[src/rtl/fdsc_pkg.sv]
// ----------------------------------------------------------------------------
// fdsc_pkg
// Types and codes shared by the flash download session control block.
// ----------------------------------------------------------------------------
package fdsc_pkg;

  localparam logic [2:0] MODE_ABORT    = 3'd0;
  localparam logic [2:0] MODE_PREPARE  = 3'd1;
  localparam logic [2:0] MODE_POLL     = 3'd2;
  localparam logic [2:0] MODE_BEGIN    = 3'd3;
  localparam logic [2:0] MODE_TRANSFER = 3'd4;
  localparam logic [2:0] MODE_EXIT     = 3'd5;

  localparam logic [2:0] ST_IDLE         = 3'd0;
  localparam logic [2:0] ST_PREPARING    = 3'd1;
  localparam logic [2:0] ST_READY        = 3'd2;
  localparam logic [2:0] ST_TRANSFERRING = 3'd3;
  localparam logic [2:0] ST_COMPLETE     = 3'd4;
  localparam logic [2:0] ST_FAILED       = 3'd5;

  localparam logic [3:0] RC_OK          = 4'd0;
  localparam logic [3:0] RC_SEQUENCE    = 4'd1;
  localparam logic [3:0] RC_REJECTED    = 4'd2;
  localparam logic [3:0] RC_PROGRAMMING = 4'd3;
  localparam logic [3:0] RC_RANGE       = 4'd4;
  localparam logic [3:0] RC_NOT_READY   = 4'd5;
  localparam logic [3:0] RC_LENGTH      = 4'd6;
  localparam logic [3:0] RC_WRONG_BLOCK = 4'd7;
  localparam logic [3:0] RC_SUSPENDED   = 4'd8;

  localparam logic [1:0] PREP_IDLE    = 2'd0;
  localparam logic [1:0] PREP_PENDING = 2'd1;
  localparam logic [1:0] PREP_READY   = 2'd2;
  localparam logic [1:0] PREP_FAILED  = 2'd3;

  localparam logic [1:0] ERASE_PENDING  = 2'd0;
  localparam logic [1:0] ERASE_COMPLETE = 2'd1;

  localparam logic [15:0] MAX_PAYLOAD   = 16'd4096;
  localparam logic [31:0] SLOT_SIZE_RST = 32'd262144;
  localparam logic [7:0]  COUNTER_RST   = 8'h01;

  typedef struct packed {
    logic [2:0]  mode;
    logic        inactive_slot_valid;
    logic        inactive_slot;
    logic        erase_start_ok;
    logic [1:0]  erase_status;
    logic [31:0] image_bytes;
    logic        area_ok;
    logic [7:0]  block_counter;
    logic [15:0] block_length;
    logic        flash_ok;
    logic        repeat_matches;
  } req_item_t;

  typedef struct packed {
    logic [3:0]  result_code;
    logic [1:0]  prep_status;
    logic        erase_start;
    logic        erase_reset;
    logic        access_slot;
    logic        flash_write;
    logic        flash_read;
    logic [31:0] flash_offset;
    logic [15:0] access_length;
  } rsp_item_t;

  function automatic logic [1:0] prep_of_state(input logic [2:0] st);
    logic [1:0] p;
    case (st)
      ST_PREPARING:    p = PREP_PENDING;
      ST_READY:        p = PREP_READY;
      ST_TRANSFERRING: p = PREP_READY;
      ST_COMPLETE:     p = PREP_READY;
      ST_FAILED:       p = PREP_FAILED;
      default:         p = PREP_IDLE;
    endcase
    return p;
  endfunction

endpackage

[src/rtl/fdsc_session.sv]
// ----------------------------------------------------------------------------
// fdsc_session
// Session state, slot size register and per-request checks and strobes.
// ----------------------------------------------------------------------------
module fdsc_session
  import fdsc_pkg::*;
(
  input  logic        clk,
  input  logic        rst_n,
  input  logic        cfg_we,
  input  logic [31:0] cfg_wdata,
  input  logic        go,
  input  req_item_t   item,
  output rsp_item_t   rsp
);

  logic [31:0] slot_size_r;
  logic [2:0]  state_r,    state_nxt;
  logic        slot_vld_r, slot_vld_nxt;
  logic        slot_r,     slot_nxt;
  logic [7:0]  exp_cnt_r,  exp_cnt_nxt;
  logic [15:0] last_len_r, last_len_nxt;
  logic [31:0] rcvd_r,     rcvd_nxt;
  logic [31:0] img_len_r,  img_len_nxt;

  logic [3:0]  rc;
  logic        e_start, e_reset, f_write, f_read, strobe, strobe_slot;
  logic [31:0] offset;
  logic [15:0] acc_len;
  logic        is_new;
  logic [7:0]  prev_cnt;
  logic [31:0] remaining;
  logic [31:0] len_ext;

  assign is_new    = (item.block_counter == exp_cnt_r);
  assign prev_cnt  = exp_cnt_r - 8'd1;
  assign remaining = img_len_r - rcvd_r;
  assign len_ext   = {16'd0, item.block_length};

  always_comb begin
    state_nxt    = state_r;
    slot_vld_nxt = slot_vld_r;
    slot_nxt     = slot_r;
    exp_cnt_nxt  = exp_cnt_r;
    last_len_nxt = last_len_r;
    rcvd_nxt     = rcvd_r;
    img_len_nxt  = img_len_r;
    rc           = RC_OK;
    e_start      = 1'b0;
    e_reset      = 1'b0;
    f_write      = 1'b0;
    f_read       = 1'b0;
    strobe       = 1'b0;
    strobe_slot  = 1'b0;
    offset       = 32'd0;
    acc_len      = 16'd0;
    case (item.mode)
      MODE_ABORT: begin
        e_reset      = 1'b1;
        state_nxt    = ST_IDLE;
        slot_vld_nxt = 1'b0;
        slot_nxt     = 1'b0;
        exp_cnt_nxt  = COUNTER_RST;
        last_len_nxt = 16'd0;
        rcvd_nxt     = 32'd0;
        img_len_nxt  = 32'd0;
      end
      MODE_PREPARE: begin
        if (state_r != ST_IDLE && state_r != ST_FAILED) begin
          rc = RC_SEQUENCE;
        end else begin
          state_nxt    = ST_IDLE;
          slot_vld_nxt = 1'b0;
          slot_nxt     = 1'b0;
          exp_cnt_nxt  = COUNTER_RST;
          last_len_nxt = 16'd0;
          rcvd_nxt     = 32'd0;
          img_len_nxt  = 32'd0;
          if (!item.inactive_slot_valid) begin
            rc = RC_REJECTED;
          end else begin
            e_start     = 1'b1;
            strobe      = 1'b1;
            strobe_slot = item.inactive_slot;
            if (!item.erase_start_ok) begin
              rc = RC_PROGRAMMING;
            end else begin
              slot_vld_nxt = 1'b1;
              slot_nxt     = item.inactive_slot;
              state_nxt    = ST_PREPARING;
            end
          end
        end
      end
      MODE_POLL: begin
        if (state_r == ST_PREPARING && item.erase_status != ERASE_PENDING) begin
          if (item.erase_status == ERASE_COMPLETE && slot_vld_r &&
              item.inactive_slot_valid && item.inactive_slot == slot_r) begin
            state_nxt = ST_READY;
          end else begin
            state_nxt    = ST_FAILED;
            slot_vld_nxt = 1'b0;
            slot_nxt     = 1'b0;
            exp_cnt_nxt  = COUNTER_RST;
            last_len_nxt = 16'd0;
            rcvd_nxt     = 32'd0;
            img_len_nxt  = 32'd0;
          end
        end
      end
      MODE_BEGIN: begin
        if (item.image_bytes == 32'd0) begin
          rc = RC_RANGE;
        end else if (state_r == ST_FAILED) begin
          rc = RC_PROGRAMMING;
        end else if (state_r == ST_COMPLETE) begin
          rc = RC_SEQUENCE;
        end else if (state_r != ST_READY) begin
          rc = RC_NOT_READY;
        end else if (!item.area_ok || item.image_bytes > slot_size_r) begin
          rc = RC_RANGE;
        end else begin
          img_len_nxt = item.image_bytes;
          state_nxt   = ST_TRANSFERRING;
        end
      end
      MODE_TRANSFER: begin
        if (state_r != ST_TRANSFERRING) begin
          rc = RC_SEQUENCE;
        end else if (item.block_length == 16'd0 || item.block_length > MAX_PAYLOAD) begin
          rc = RC_LENGTH;
        end else if (!is_new && (last_len_r == 16'd0 || item.block_counter != prev_cnt)) begin
          rc = RC_WRONG_BLOCK;
        end else if (is_new && rcvd_r == img_len_r) begin
          rc = RC_SEQUENCE;
        end else if (is_new && len_ext > remaining) begin
          rc = RC_SUSPENDED;
        end else if (!is_new && item.block_length != last_len_r) begin
          rc = RC_WRONG_BLOCK;
        end else if (!item.area_ok) begin
          rc = RC_RANGE;
        end else begin
          strobe      = 1'b1;
          strobe_slot = slot_r;
          acc_len     = item.block_length;
          if (!is_new) begin
            f_read = 1'b1;
            offset = rcvd_r - len_ext;
            if (!item.flash_ok) begin
              rc = RC_PROGRAMMING;
            end else if (!item.repeat_matches) begin
              rc = RC_WRONG_BLOCK;
            end
          end else begin
            f_write = 1'b1;
            offset  = rcvd_r;
            if (!item.flash_ok) begin
              rc = RC_PROGRAMMING;
            end else begin
              rcvd_nxt     = rcvd_r + len_ext;
              last_len_nxt = item.block_length;
              exp_cnt_nxt  = exp_cnt_r + 8'd1;
            end
          end
        end
      end
      MODE_EXIT: begin
        if (state_r != ST_TRANSFERRING || rcvd_r != img_len_r) begin
          rc = RC_SEQUENCE;
        end else begin
          state_nxt = ST_COMPLETE;
        end
      end
      default: begin
        rc = RC_REJECTED;
      end
    endcase
  end

  always_comb begin
    rsp.result_code   = rc;
    rsp.prep_status   = prep_of_state(state_nxt);
    rsp.erase_start   = e_start;
    rsp.erase_reset   = e_reset;
    rsp.access_slot   = strobe ? strobe_slot : slot_nxt;
    rsp.flash_write   = f_write;
    rsp.flash_read    = f_read;
    rsp.flash_offset  = offset;
    rsp.access_length = acc_len;
  end

  always_ff @(posedge clk) begin
    if (!rst_n) begin
      slot_size_r <= SLOT_SIZE_RST;
    end else if (cfg_we) begin
      slot_size_r <= cfg_wdata;
    end
  end

  always_ff @(posedge clk) begin
    if (!rst_n) begin
      state_r    <= ST_IDLE;
      slot_vld_r <= 1'b0;
      slot_r     <= 1'b0;
      exp_cnt_r  <= COUNTER_RST;
      last_len_r <= 16'd0;
      rcvd_r     <= 32'd0;
      img_len_r  <= 32'd0;
    end else if (go) begin
      state_r    <= state_nxt;
      slot_vld_r <= slot_vld_nxt;
      slot_r     <= slot_nxt;
      exp_cnt_r  <= exp_cnt_nxt;
      last_len_r <= last_len_nxt;
      rcvd_r     <= rcvd_nxt;
      img_len_r  <= img_len_nxt;
    end
  end

endmodule

[config.mk]
export PLATFORM = sky130hd
export DESIGN_NAME = fdsc_session
export DESIGN_NICKNAME = d
export VERILOG_FILES = /design/src/rtl/fdsc_pkg.sv /design/src/rtl/fdsc_session.sv
export SDC_FILE = /design/constraint.sdc
export NUM_CORES = 1
export LEC_CHECK = 0
export BUFFER_PORTS_ARGS = -buffer_cell sky130_fd_sc_hd__buf_2
export CORE_MARGIN = 2
export CORE_UTILIZATION = 55
export CTS_BUF_LIST = sky130_fd_sc_hd__clkbuf_4 sky130_fd_sc_hd__clkbuf_8 sky130_fd_sc_hd__clkbuf_16
export DETAILED_ROUTE_END_ITERATION = 8
export PLACE_DENSITY = 0.81
export SLEW_MARGIN = 30
export SYNTH_ARGS = -nofsm -noshare
export SYNTH_HDL_FRONTEND = slang
export SYNTH_SLANG_ARGS = --single-unit
[constraint.sdc]
create_clock -name clk -period 7.1 [get_ports clk]
set_input_delay 0.71 -clock clk [delete_from_list [all_inputs] [get_ports clk]]
set_output_delay 0.71 -clock clk [all_outputs]
set_load 0.03 [all_outputs]
Yosys cells after proc, flatten, opt, wreduce, memory -nomap -nowiden
Cells that the tools add are included.

operators by class
  add/sub/neg operators = 5
  multiply operators = 0
  div/mod/pow operators = 0
  order comparisons = 3
  eq/ne operators = 40
  shifts and indexed selects = 0
  multiplexer cells = 149
  bitwise operators = 0
  reduce and logical (&&, ||, !) cells = 29

operator list
  operator                                                                 number
  32-bit two-way mux                                                       26
  16-bit two-way mux                                                       20
  32-bit case mux with 4 select lines                                      2
  8-bit two-way mux                                                        12
  16-bit case mux with 4 select lines                                      1
  1-bit two-way mux                                                        52
  3-bit two-way mux                                                        16
  2-bit inequality test (second input constant)                            17
  32-bit by 16-bit adder with 32-bit output                                1
  32-bit equality test                                                     1
  16-bit by 32-bit > comparator with 1-bit output                          1
  32-bit > comparator                                                      1
  16-bit logical NOT                                                       2
  32-bit logical NOT                                                       1
  4-bit two-way mux                                                        8
  32-bit inequality test                                                   1
  8-bit case mux with 4 select lines                                       1
  32-bit by 16-bit subtractor with 32-bit output                           1
  32-bit subtractor                                                        1
  4-bit case mux with 5 select lines                                       1
  3-bit equality test (second input constant)                              6
  16-bit by 13-bit > comparator with 1-bit output (second input constant)  1
  16-bit inequality test                                                   1
  3-bit case mux with 5 select lines                                       1
  other kinds (26)                                                         51

storage, ports and cells
  bits in registers = 125
  bits in latches = 0
  memory bits (writable) = 0
  bits in read-only memories = 0
  output and inout port bits = 59
  word-level logic and storage cells = 234
  memories kept = 0

Longest topological paths before layout
Gate-level depths: netlist (run 1).

  depth in word-level cells = 11
  mapped depth = 24
  mapped depth without buffers = 22

Worst setup path after synthesis (run 1)
OpenSTA, ideal clock, no wires.

  path type = flip-flop to output port
  start = register rcvd_r[1]
  end = output port rsp[16] (netlist bit)
  arrival time = 4.744 ns
  slack = 1.646 ns
  stages on the path, launching flop included = 24
  buffers on the path = 1
  cell sequence = dfxtp_1 -> inv_1 -> ha_1 -> nor2b_1 -> o31ai_1 -> nand2b_1 -> a21o_1 -> a21o_1 -> a21o_1 -> a21oi_1 -> nand2b_1 -> a21o_1 -> ha_1 -> nand4_1 -> or4_1 -> a21bo_2 -> nor4_1 -> o2111ai_1 -> nor4_1 -> o2111ai_1 -> nor4_1 -> a211o_1 -> buf_2 -> a211oi_1

RTL lines
  element                   line                 RTL
  start: declaration        fdsc_session.sv:23   logic [31:0] rcvd_r, rcvd_nxt;
  start signal: assignment  fdsc_session.sv:215  rcvd_r <= rcvd_nxt;
  end: declaration          fdsc_session.sv:14   output rsp_item_t rsp

==> run summary, run 1 <==
WL per Instance = 18.47 µm
total number of H-tree levels = 4
Syn Area/Cell = 7.518 µm²
ratio of cells with drive above 1 in the final layout = 0.1346
final max-slew violation count = 0
row count = 54
final setup fails = 0
Pwr Density = 144.1 nW/µm²
first-pass GRT wire length = 59.53 mm
via count = 12,540
Die Width = 152.0 µm
Worst Hold Class = reg -> reg
DRT iter0 DRCs = 1,136
clock latency on the worst-skew pair = 0.43 ns
setup TNS = 0 ns
min Tclk post-route = 6.586 ns
WP data required = 6.39 ns
Global Route Usage Sum = 0.3091
multi-input combinational cell area = 8740 µm²
top_reg_cell synth = dfxtp_1
skew final = 0.01708 ns
die area = 23,110 µm²
Reg area = 2502 µm²
CP endpoint kind = output pin
Fmax = 151.8 MHz
WL met2 = 16.89 mm
hold_buf cts = 0
Async SR Flop Fraction = 0
initial cell density of the core = 0.5557
filler cell count = 1,911
DRT met1 WL = 16.04 mm
Slew @ Worst Pin = 0.9526 ns
Die Height = 152.0 µm
Ports = 162
highest metal used = met4
Placer Congestion = 1.009
CP startpoint kind = flop
drt first pass iters = 6
vias in the first global route = 11,580
Worst VDD drop = 147.6 µV
pin count of the biggest net entering global routing = 71
Finished Layout Cells = 1,989
initial antenna violation count = 0
Cell Area, Synth = 12,050 µm²
# DRC = 0
Layout area overhead = 11.97%
CTS Root Buffer Type = clkbuf_16
core area = 21,690 µm²
top cells by area, synth = dfxtp_1 (21%), ha_1 (12%), mux2i_1 (4.4%)
area leader, netlist = dfxtp_1
register area share after synthesis = 0.2076
number of max-cap violations = 0
critical path type = reg -> out
Post-synth top cells = nand2_1 (138), dfxtp_1 (125), nor2_1 (115)
Bufs on Longest Clock Path = 2
hold path depth = 1
count leader, synth = nand2_1
Synth top area share = 0.2076
yosys warns = 0
R2R Setup Slk = 1.54 ns
Post-Syn Instances = 1,603
unrepaired setup endpoints after global routing = false
met3 WL = 3.116 mm
clock-pin slew on the worst setup and hold paths = 0.06 ns
leakage power = 6.196 nW
#FFs+latches synth = 125
DP HPWL = 28.42 mm
input/output buffers = 158
status = completed
Post-synth EDFFs = 0
Tcrit/Tclk final = 0.9276
critical path arrival = 5.88 ns
Post-DRT Antenna Nets = 0
GRT Residual Overflow = 0
clk sinks = 125
Final #Nets = 1,915
Crit Path Max Fanout = 45
Total Power = 1.945 mW
Hold Fails Final Rpt = 0
Synth cell types = 80
slew margin rel. = 0.3566
Ant. Diodes = 0
dpl cells = 1,957
total wire length = 36.74 mm
Worst Reg-to-Reg Cells = 21
CTS tree = yes
CTS Buf Count = 17
Vias/cell = 6.306
worst paths after layout:
check	endpoint	start
setup reg to reg	rcvd_r[1]$_SDFFE_PN0P_	rcvd_r[1]$_SDFFE_PN0P_
hold / removal	img_len_r[23]$_SDFFE_PN0P_	img_len_r[23]$_SDFFE_PN0P_
hold reg to reg	img_len_r[23]$_SDFFE_PN0P_	img_len_r[23]$_SDFFE_PN0P_
setup / recovery	rsp[31]	rcvd_r[1]$_SDFFE_PN0P_
registers in the layout, indices dropped and copies added (netlist names):
| signal | count |
|---|---|
| slot_vld_r | 1 |
| state_r | 3 |
| last_len_r | 16 |
| slot_r | 1 |
| img_len_r | 32 |
| slot_size_r | 32 |
| rcvd_r | 32 |
| exp_cnt_r | 8 |
through the flow:
| step | area (µm²) | utilization | hold WS (ns) | setup WS [ns] |
|---|---|---|---|---|
| after floorplan | 12060 | - | 0.4369 | 1.646 |
| after global placement | 12830 | 0.5916 | 0.4618 | 0.9907 |
| after detailed placement | 12840 | 0.5920 | 0.4629 | 0.6079 |
| after CTS | 13470 | 0.6212 | 0.4828 | 0.1469 |
| after global routing | 13490 | 0.6222 | 0.5044 | 0.06356 |
| final | 13490 | 0.6222 | 0.4833 | 0.5138 |
cell usage in the layout (no fill, tap or decap), types with 6 or more instances in the layout:
master	n
and2_1	16
inv_1	110
nor2b_1	48
nor4_1	39
a22o_1	50
nand2_1	138
o211ai_1	18
clkbuf_16	17
xnor2_1	48
o21ai_1	9
a211o_1	6
a211oi_1	19
o2111ai_1	8
and3_1	24
nand4_1	45
o21a_1	18
ha_1	113
xor2_1	41
nor2_1	115
o21ai_0	68
buf_2	158
o41ai_1	6
nand2b_1	17
and4_1	6
or4_1	9
a221oi_1	6
nor3_1	39
nand3_1	59
mux2i_1	53
o21bai_1	7
or2_2	9
buf_4	8
a21o_1	24
nor3b_1	7
or3_1	13
a21oi_1	99
dfxtp_1	125
a31oi_1	11
cell type report:
type                            count  area share
Tap cell                          280     0.02596
Inverter                          111     0.03088
Clock inverter                     15     0.01548
Clock buffer                       17     0.03153
Timing Repair Buffer              166     0.06305
Sequential cell                   125      0.1854
Multi-Input combinational cell   1275      0.6477
kinds of logic (layout without fill, tap and decap cells):
family | Yosys count | in the layout | share of synthesized area
AOI/OAI and AO/OA | 404 | 404 | 0.2279
xor gates and xnor gates | 89 | 89 | 0.06468
and+or+nand+nor | 609 | 609 | 0.2610
buffers and inverters | 205 | 309 | 0.07122
muxes | 54 | 54 | 0.04495
DFF | 125 | 125 | 0.2076
adders and majority gates | 116 | 116 | 0.1223
other | 1 | 3 | 0.0003112
power by group:
group	total [mW]	switching [mW]	leakage (nW)	internal (mW)
Combinational	0.271	0.164	4.88	0.106
Clock	0.954	0.362	0.301	0.593
Sequential	0.720	0.00701	1.01	0.713
metal layers:
metal / track usage / vias to the layer above
met5: 0 / -
met4: 0.08767 / 0
met3: 0.05220 / 66
met2: 0.5101 / 592
met1: 0.4169 / 5876
li1: - / 6009
what timing repair did:
action                                  in CTS  in global routing
endpoints found under the setup margin       0                 46
buffers inserted                             0                  0
resized for setup                            0                  3
worst max-delay path, cell delays in order (launching register included):
cell and delay, ns:
dfxtp_1 0.45, inv_1 0.17, ha_1 0.33, nor2b_1 0.16, o31ai_2 0.33, nand2b_1 0.09
a21o_1 0.22, a21o_1 0.18, a21o_1 0.19, a21oi_1 0.13, nand2b_1 0.11, a21o_1 0.13
ha_1 0.24, nand4_1 0.15, or4_1 0.18, a21bo_2 0.23, nor4_1 0.19, o2111ai_1 0.15
nor4_1 0.23, o2111ai_1 0.17, nor4_2 0.54, a211o_1 0.17, buf_4 0.38, nor2_1 0.11
buf_2 0.19
No activity file was read; power rests on OpenSTA's default activity.
==> run 2: changes to the inputs <==
clock period = 7.8 ns   (was 7.1 ns; I/O delays follow)
==> run 2 against run 1 <==
Compared with the run above:
- non-clock buffer count is 1 higher
- combinational power decreased by 8.5%
- sequential share of layout area rose by 0.055 points
- flip-flop and latch count stayed put
- global-route usage fell by 0.23 points
- hold slack got worse by 0.011 ns
- utilization down 0.18 points
- largest cell class unchanged
- clock skew is 0.0064 ns lower
- design area decreased by 0.30%
==> run summary, run 2 (synthesis results as in run 1) <==
status = completed
commonest cells after routing, fill and taps aside = buf_2 (158), nand2_1 (138), dfxtp_1 (125)
CTS resizes = 0 (unchanged)
Global Route Usage Sum = 0.3068 (-0.002337)
Vias/cell = 6.286 (-0.33%)
DP HPWL = 28.25 mm (-0.57%)
setup TNS = 0 ns (unchanged)
row count = 54 (unchanged)
final setup fails = 0 (unchanged)
clk sinks = 125 (unchanged)
CP endpoint kind = output pin
Finished Core Util = 0.6203 (-0.001846)
pin count of the biggest net entering global routing = 71 (unchanged)
R2R Setup Slk = 1.89 ns (+0.35 ns)
Hold EP = slot_vld_r$_SDFFE_PN0P_
Fmax = 139.6 MHz
critical path arrival = 6.39 ns (+0.51 ns)
Bufs on Longest Clock Path = 2 (unchanged)
Pwr Density = 127.9 nW/µm² (-11%)
DRT iter0 DRCs = 1,275 (+12%)
GRT Residual Overflow = 0 (unchanged)
CTS Buf Count = 17 (unchanged)
Worst Reg-to-Reg Cells = 20 (-4.8%)
drt first pass iters = 5 (-1)
Finished Layout Cells = 1,989 (unchanged)
dpl cells = 1,958 (+0.051%)
final worst setup slack = 0.6346 ns (+0.1208 ns)
reg2reg end = last_len_r[11]$_SDFFE_PN0P_
initial cell density of the core = 0.5557 (unchanged)
Layout area overhead = 11.64%
# DRC = 0 (unchanged)
Ports = 162 (unchanged)
vias in the first global route = 11,580 (-0.078%)
hold_buf cts = 0 (unchanged)
DRT met1 WL = 16.43 mm (+2.5%)
CP startpoint kind = flop
WL per Instance = 18.42 µm (-0.25%)
final max-slew violation count = 0 (unchanged)
WP data required = 7.02 ns (+0.63 ns)
filler cell count = 1,902 (-0.47%)
leading cell type in the layout, fill and taps excluded = buf_2
first-pass GRT wire length = 59.06 mm (-0.79%)
met3 WL = 2.889 mm (-7.3%)
critical path type = reg -> out
dpl cell area = 12,840 µm² (about the same)
initial antenna violation count = 0 (unchanged)
skew final = 0.01068 ns (-0.006407 ns)
Total Power = 1.721 mW (-12%)
Slew @ Worst Pin = 1.045 ns (+0.09284 ns)
Final #Nets = 1,916 (+0.052%)
dpl ws = 1.277 ns (+0.6687 ns)
clock-pin slew on the worst setup and hold paths = 0.06 ns (about the same)
CTS tree = yes
input/output buffers = 158 (unchanged)
finished layout cell area = 13,450 µm² (-0.30%)
slew margin rel. = 0.2966 (-0.06001)
Tcrit/Tclk final = 0.9186
hold path depth = 2 (+1)
Fin Hold WS = 0.4726 ns (-0.01076 ns)
Regs by FF count = img_len_r: 32 flops, rcvd_r: 32 flops, slot_size_r: 32 flops
Hold Fails Final Rpt = 0 (unchanged)
via count = 12,500 (-0.33%)
total wire length = 36.64 mm (-0.25%)
Die Height = 152.0 µm (unchanged)
ratio of cells with drive above 1 in the final layout = 0.1322 (-0.002341)
Worst VDD drop = 195.9 µV (+33%)
total number of H-tree levels = 4 (unchanged)
die area = 23,110 µm² (unchanged)
Worst Hold Class = reg -> reg
Min-Delay Startpoint = slot_vld_r$_SDFFE_PN0P_
Setup Buffers After CTS = 0 (unchanged)
clock latency on the worst-skew pair = 0.43 ns (about the same)
Post-DRT Antenna Nets = 0 (unchanged)
highest metal used = met4
Crit Path Max Fanout = 45 (unchanged)
Ant. Diodes = 0 (unchanged)
WL met2 = 16.33 mm (-3.3%)
leakage power = 6.184 nW (-0.20%)
r2r startpoint = rcvd_r[1]$_SDFFE_PN0P_
unrepaired setup endpoints after global routing = false
min Tclk post-route = 7.165 ns
Placer Congestion = 1.023 (+1.4%)
core area = 21,690 µm² (unchanged)
number of max-cap violations = 0 (unchanged)
CTS Root Buffer Type = clkbuf_16
Die Width = 152.0 µm (unchanged)
==> run 2: layout make-up <==
cell class              instances  area [µm²]  share of cell area
clock inverters                10       140.1             0.01042
clock buffers                  21       467.9             0.03478
flip-flops and latches        125        2502              0.1860
well taps                     280       350.3             0.02604
inverters                     111       416.7             0.03097
repair buffers                167       858.3             0.06380
multi-input cells            1275        8718              0.6480
==> run 2: power breakdown <==
| part | total [mW] | switching [mW] | internal (mW) |
|---|---|---|---|
| Sequential | 0.656 | 0.00654 | 0.649 |
| Clock | 0.817 | 0.293 | 0.523 |
| Combinational | 0.248 | 0.150 | 0.0977 |
==> run 2: worst max-delay path by stage <==
stage                      startpoint      end  slack, ns  depth (start not counted)
2_1_floorplan  rcvd_r[1]$_SDFFE_PN0P_  rsp[16]       2.28                         23
3_3_place_gp   rcvd_r[1]$_SDFFE_PN0P_  rsp[40]       1.58                         21
3_5_place_dp   rcvd_r[1]$_SDFFE_PN0P_  rsp[31]       1.28                         21
4_1_cts        rcvd_r[1]$_SDFFE_PN0P_  rsp[31]       0.81                         21
5_1_grt        rcvd_r[1]$_SDFFE_PN0P_  rsp[43]       0.35                         21
6_report       rcvd_r[1]$_SDFFE_PN0P_  rsp[31]       0.63                         21
==> run 2: worst max-delay path, stage by stage, from the launching register on <==
cell       delay (ns)
dfxtp_1          0.46
inv_1            0.17
ha_1             0.34
nor2b_1          0.15
o31ai_1          0.48
a21oi_1          0.23
o21ai_1          0.54
nand2b_1         0.13
xnor2_1          0.16
ha_1             0.30
nand4_1          0.14
or4_1            0.16
a21bo_2          0.22
nor4_1           0.19
o2111ai_1        0.17
nor4_1           0.25
o2111ai_1        0.15
nor4_1           0.81
a211o_1          0.18
buf_4            0.39
nor2_1           0.11
buf_2            0.20
==> run 2: routing by layer <==
metal / track usage / vias to the layer above
met2: 0.4901 / 600
met1: 0.4216 / 5790
met4: 0.1028 / 0
li1: - / 6017
met3: 0.05077 / 95
met5: 0 / -
